[config.mk]
export PLATFORM = sky130hd
export DESIGN_NAME = tpf_fifo
export DESIGN_NICKNAME = d
export VERILOG_FILES = /design/src/sv/tabulated_pair_force_assert.svh /design/src/sv/tpf_fifo.sv
export SDC_FILE = /design/constraint.sdc
export NUM_CORES = 1
export LEC_CHECK = 0
export BUFFER_PORTS_ARGS = -buffer_cell sky130_fd_sc_hd__clkbuf_2
export CAP_MARGIN = 20
export CORE_MARGIN = 4
export CORE_UTILIZATION = 40
export DETAILED_ROUTE_END_ITERATION = 12
export PLACE_DENSITY = 0.7
export SETUP_SLACK_MARGIN = 0.4
export SLEW_MARGIN = 30
export SYNTH_ARGS = -nofsm -noshare
export SYNTH_HDL_FRONTEND = slang
export SYNTH_SLANG_ARGS = --single-unit
[constraint.sdc]
create_clock -name clk_i -period 2.2 [get_ports clk_i]
set_input_delay 0.44 -clock clk_i [delete_from_list [all_inputs] [get_ports clk_i]]
set_output_delay 0.44 -clock clk_i [all_outputs]
set_load 0.02 [all_outputs]
[src/sv/tabulated_pair_force_assert.svh]
// ----------------------------------------------------------------------------
// Tabulated pair force: assertion macros
// Clocked on clk_i, disabled while rst_ni is low.
// ----------------------------------------------------------------------------
`ifndef TABULATED_PAIR_FORCE_ASSERT_SVH
`define TABULATED_PAIR_FORCE_ASSERT_SVH

// property must hold at every edge out of reset
`define TPF_ASSERT(lbl, prop, msg) \
  lbl: assert property (@(posedge clk_i) disable iff (!rst_ni) (prop)) else $error(msg);

// condition must never be seen
`define TPF_ASSERT_NEVER(lbl, cond, msg) \
  lbl: assert property (@(posedge clk_i) disable iff (!rst_ni) !(cond)) else $error(msg);

`endif

[src/sv/tpf_fifo.sv]
// ----------------------------------------------------------------------------
// Tabulated pair force: small register queue
// First-word-fall-through queue; head is valid while empty_o is low.
// ----------------------------------------------------------------------------
module tpf_fifo #(
  parameter type         T     = logic,
  parameter int unsigned DEPTH = 4
) (
  input  logic clk_i,
  input  logic rst_ni,
  input  logic push_i,
  input  T     data_i,
  input  logic pop_i,
  output logic full_o,
  output logic empty_o,
  output T     data_o
);

  localparam int unsigned PTR_W = (DEPTH > 1) ? $clog2(DEPTH) : 1;
  localparam int unsigned CNT_W = $clog2(DEPTH + 1);

  T                 mem_q [DEPTH];
  logic [PTR_W-1:0] wr_q, wr_d, rd_q, rd_d;
  logic [CNT_W-1:0] cnt_q, cnt_d;
  logic             do_push, do_pop;

  assign full_o  = (cnt_q == CNT_W'(DEPTH));
  assign empty_o = (cnt_q == '0);
  assign data_o  = mem_q[rd_q];
  assign do_push = push_i && !full_o;
  assign do_pop  = pop_i && !empty_o;

  always_comb begin
    wr_d  = wr_q;
    rd_d  = rd_q;
    cnt_d = cnt_q;
    if (do_push) begin
      wr_d = (wr_q == PTR_W'(DEPTH - 1)) ? '0 : wr_q + 1'b1;
    end
    if (do_pop) begin
      rd_d = (rd_q == PTR_W'(DEPTH - 1)) ? '0 : rd_q + 1'b1;
    end
    if (do_push && !do_pop) begin
      cnt_d = cnt_q + 1'b1;
    end else if (do_pop && !do_push) begin
      cnt_d = cnt_q - 1'b1;
    end
  end

  always_ff @(posedge clk_i or negedge rst_ni) begin
    if (!rst_ni) begin
      wr_q  <= '0;
      rd_q  <= '0;
      cnt_q <= '0;
    end else begin
      wr_q  <= wr_d;
      rd_q  <= rd_d;
      cnt_q <= cnt_d;
    end
  end

  always_ff @(posedge clk_i) begin
    if (do_push) begin
      mem_q[wr_q] <= data_i;
    end
  end

endmodule

==> flow_summary.json <==
{
  "worstMarginPinSlew_ps": 184,
  "min_period_ps": 1850,
  "grt.total_usage_pct": 11.0,
  "relSlewSlack_pct": 87.8,
  "drv_cap": 0,
  "critical_path_peak_fanout": 4,
  "layout_commonest_cell": "buf_4",
  "initial_utilization_pct": 44.4,
  "synth_seq_cells": 11,
  "route.detailed.drc": 0,
  "overflow": 0,
  "required_ps": 2350,
  "path_clk_slew_ps": 70,
  "final_cells": 79,
  "io_buffers": 7,
  "crit_path_end_kind": "register",
  "max_freq_mhz": 539,
  "final.setup.worst_slack_ps": 345,
  "rsz0062_at_grt": "yes",
  "tns_ps": 0,
  "yosysSeqAreaShare_pct": 49.3,
  "power.leakage_nw": 0.377,
  "ant_nets": 0,
  "numCtsBuffers": 3,
  "die_w_microns": 46.7,
  "crit_arrival_ps": 2010,
  "min-delay-start": "data_i",
  "rows": 13,
  "num-nets-final": 77,
  "ctsRootBufferMaster": "clkbuf_4",
  "grt_pass1_vias": 386,
  "area_growth_syn_to_layout_pct": 36.7,
  "ios": 8,
  "grt_max_degree": 8,
  "max-vdd-ir-drop_uv": 717,
  "drive_gt1_share_pct": 62.5,
  "yosys_warnings": 0,
  "die_h_microns": 46.7,
  "start_kind": "register",
  "setup_viol": 0,
  "vias_per_cell": 4.53,
  "synth_cell_types": 17,
  "dieArea_sq_um": 2180,
  "avgSynthCellArea_sq_um": 14.3,
  "p_per_area_nw_per_um2": 1390,
  "min_path_type": "input pin to register",
  "place_congestion": 0.765,
  "htree_levels": 1,
  "grt_antenna_before_repair": 0,
  "skew_ps": 3.72,
  "status": "complete, no violations",
  "via_count": 358,
  "dp_slack_ps": 291,
  "diodes": 0,
  "syn_area_sq_um": 599,
  "clk_latency_ps": 270,
  "syn_nets": 54,
  "finalCritPeriodShare_pct": 84.3,
  "crit_type": "register to register",
  "hpwl_microns": 598,
  "wire_per_inst_microns": 11.1,
  "place_inst": 64,
  "drt_iter0_drc": 1,
  "routed_wl_microns": 875,
  "final-hold-violation-count": 0,
  "clk_path_buf_depth": 2,
  "crit_start": "cnt_q[0]$_DFFE_PN0P_",
  "syn_inst": 42,
  "cts.sinks": 11,
  "rr_startpoint": "cnt_q[0]$_DFFE_PN0P_",
  "slew_violations": 0,
  "cts_tree": "done",
  "design.core.area_sq_um": 1350,
  "grt_pass1_wl_mm": 1.60,
  "first_pass_iters": 4,
  "final_cell_mix": "buf_4, ha_1, dfrtp_1, clkbuf_2"
}
==> cells by family (layout without fill, tap and decap cells) <==
family,after synthesis,after routing,synth area share (%)
xor gates and xnor gates,3,3,4.38
adders and majority gates,7,7,15.9
buffers and inverters,4,26,3.76
DFF,11,11,49.3
muxes,6,6,14.4
and+or+nand+nor,11,11,12.3
==> worst max-delay path: stages, from the launching register on <==
cell and delay [ps]:
dfrtp_2 450, buf_6 130, nor3b_4 180, nor2b_2 80, ha_4 170, inv_2 50, fa_2 410, mux2_2 270
==> layer usage <==
layer  wire, microns  GRT usage, %  vias to the layer above
li1                -             -                      187
met1             387          12.1                      168
met2             467          17.6                        3
met3              20          3.52                        0
met4               0          8.29                        0
met5               0             0                        -
==> where the power goes <==
part | switching, W | internal (W) | total, W
Combinational | 0.000228 | 0.000377 | 0.000605
Sequential | 0.0000894 | 0.000305 | 0.000394
Clock | 0.0000669 | 0.0000701 | 0.000137
==> stage by stage <==
stage	area, sq um	util (%)	hold WS (ps)	total power, W
after floorplan	632	-	144	0.000761
after global placement	682	50.5	290	0.000839
after detailed placement	682	50.5	290	0.000848
after CTS	805	59.6	381	0.00112
after global routing	820	60.7	393	0.00124
final	820	60.7	392	0.00114
==> cells in the mapped netlist <==
cell | n | area share (%)
edfxtp_1 | 4 | 20
and2_2 | 4 | 5.0
xor2_1 | 2 | 2.9
nand2b_2 | 1 | 1.5
xnor2_1 | 1 | 1.5
fa_1 | 1 | 3.3
ha_1 | 6 | 13
mux2_2 | 3 | 5.6
nor2b_1 | 1 | 1.0
nor3_1 | 1 | 0.83
mux4_2 | 1 | 3.8
mux2_4 | 2 | 5.0
nor2_1 | 3 | 1.9
buf_6 | 1 | 1.9
dfrtp_1 | 7 | 29
inv_1 | 3 | 1.9
nor3b_2 | 1 | 2.1
==> what timing repair did <==
item,4_1_cts,5_1_grt
endpoints found under the hold margin,7,0
hold buffers,1,0
gates resized for setup,3,7
gates cloned,0,0
setup endpoints to repair,3,4
pin swaps,3,4
setup buffers,10,0
==> worst paths after layout <==
path / to / slack, ps / cells after the start
max in group asynchronous: cnt_q[1]$_DFFE_PN0P_ / 1490 / 2
worst max-delay path: cnt_q[1]$_DFFE_PN0P_ / 350 / 7
worst min-delay path: mem_q[1]$_DFFE_PP_ / 390 / 1
worst min register to register: rd_q[1]$_DFFE_PN0P_ / 560 / 1
min in group asynchronous: rd_q[1]$_DFFE_PN0P_ / 530 / 2
worst max register to register: cnt_q[1]$_DFFE_PN0P_ / 350 / 7
==> sequential cells by signal (all words and copies together), names as in the netlist <==
register  count
cnt_q         3
mem_q         4
rd_q          2
wr_q          2
==> area by class of cell <==
cell class | instances | area (sq um)
clock buffers | 4 | 26.3
fillers | 116 | 531
inverters | 3 | 11.3
multi-input cells | 27 | 322
flip-flops and latches | 11 | 298
well taps | 15 | 18.8
repair buffers | 19 | 144
Power figures use the tool's default switching activity.
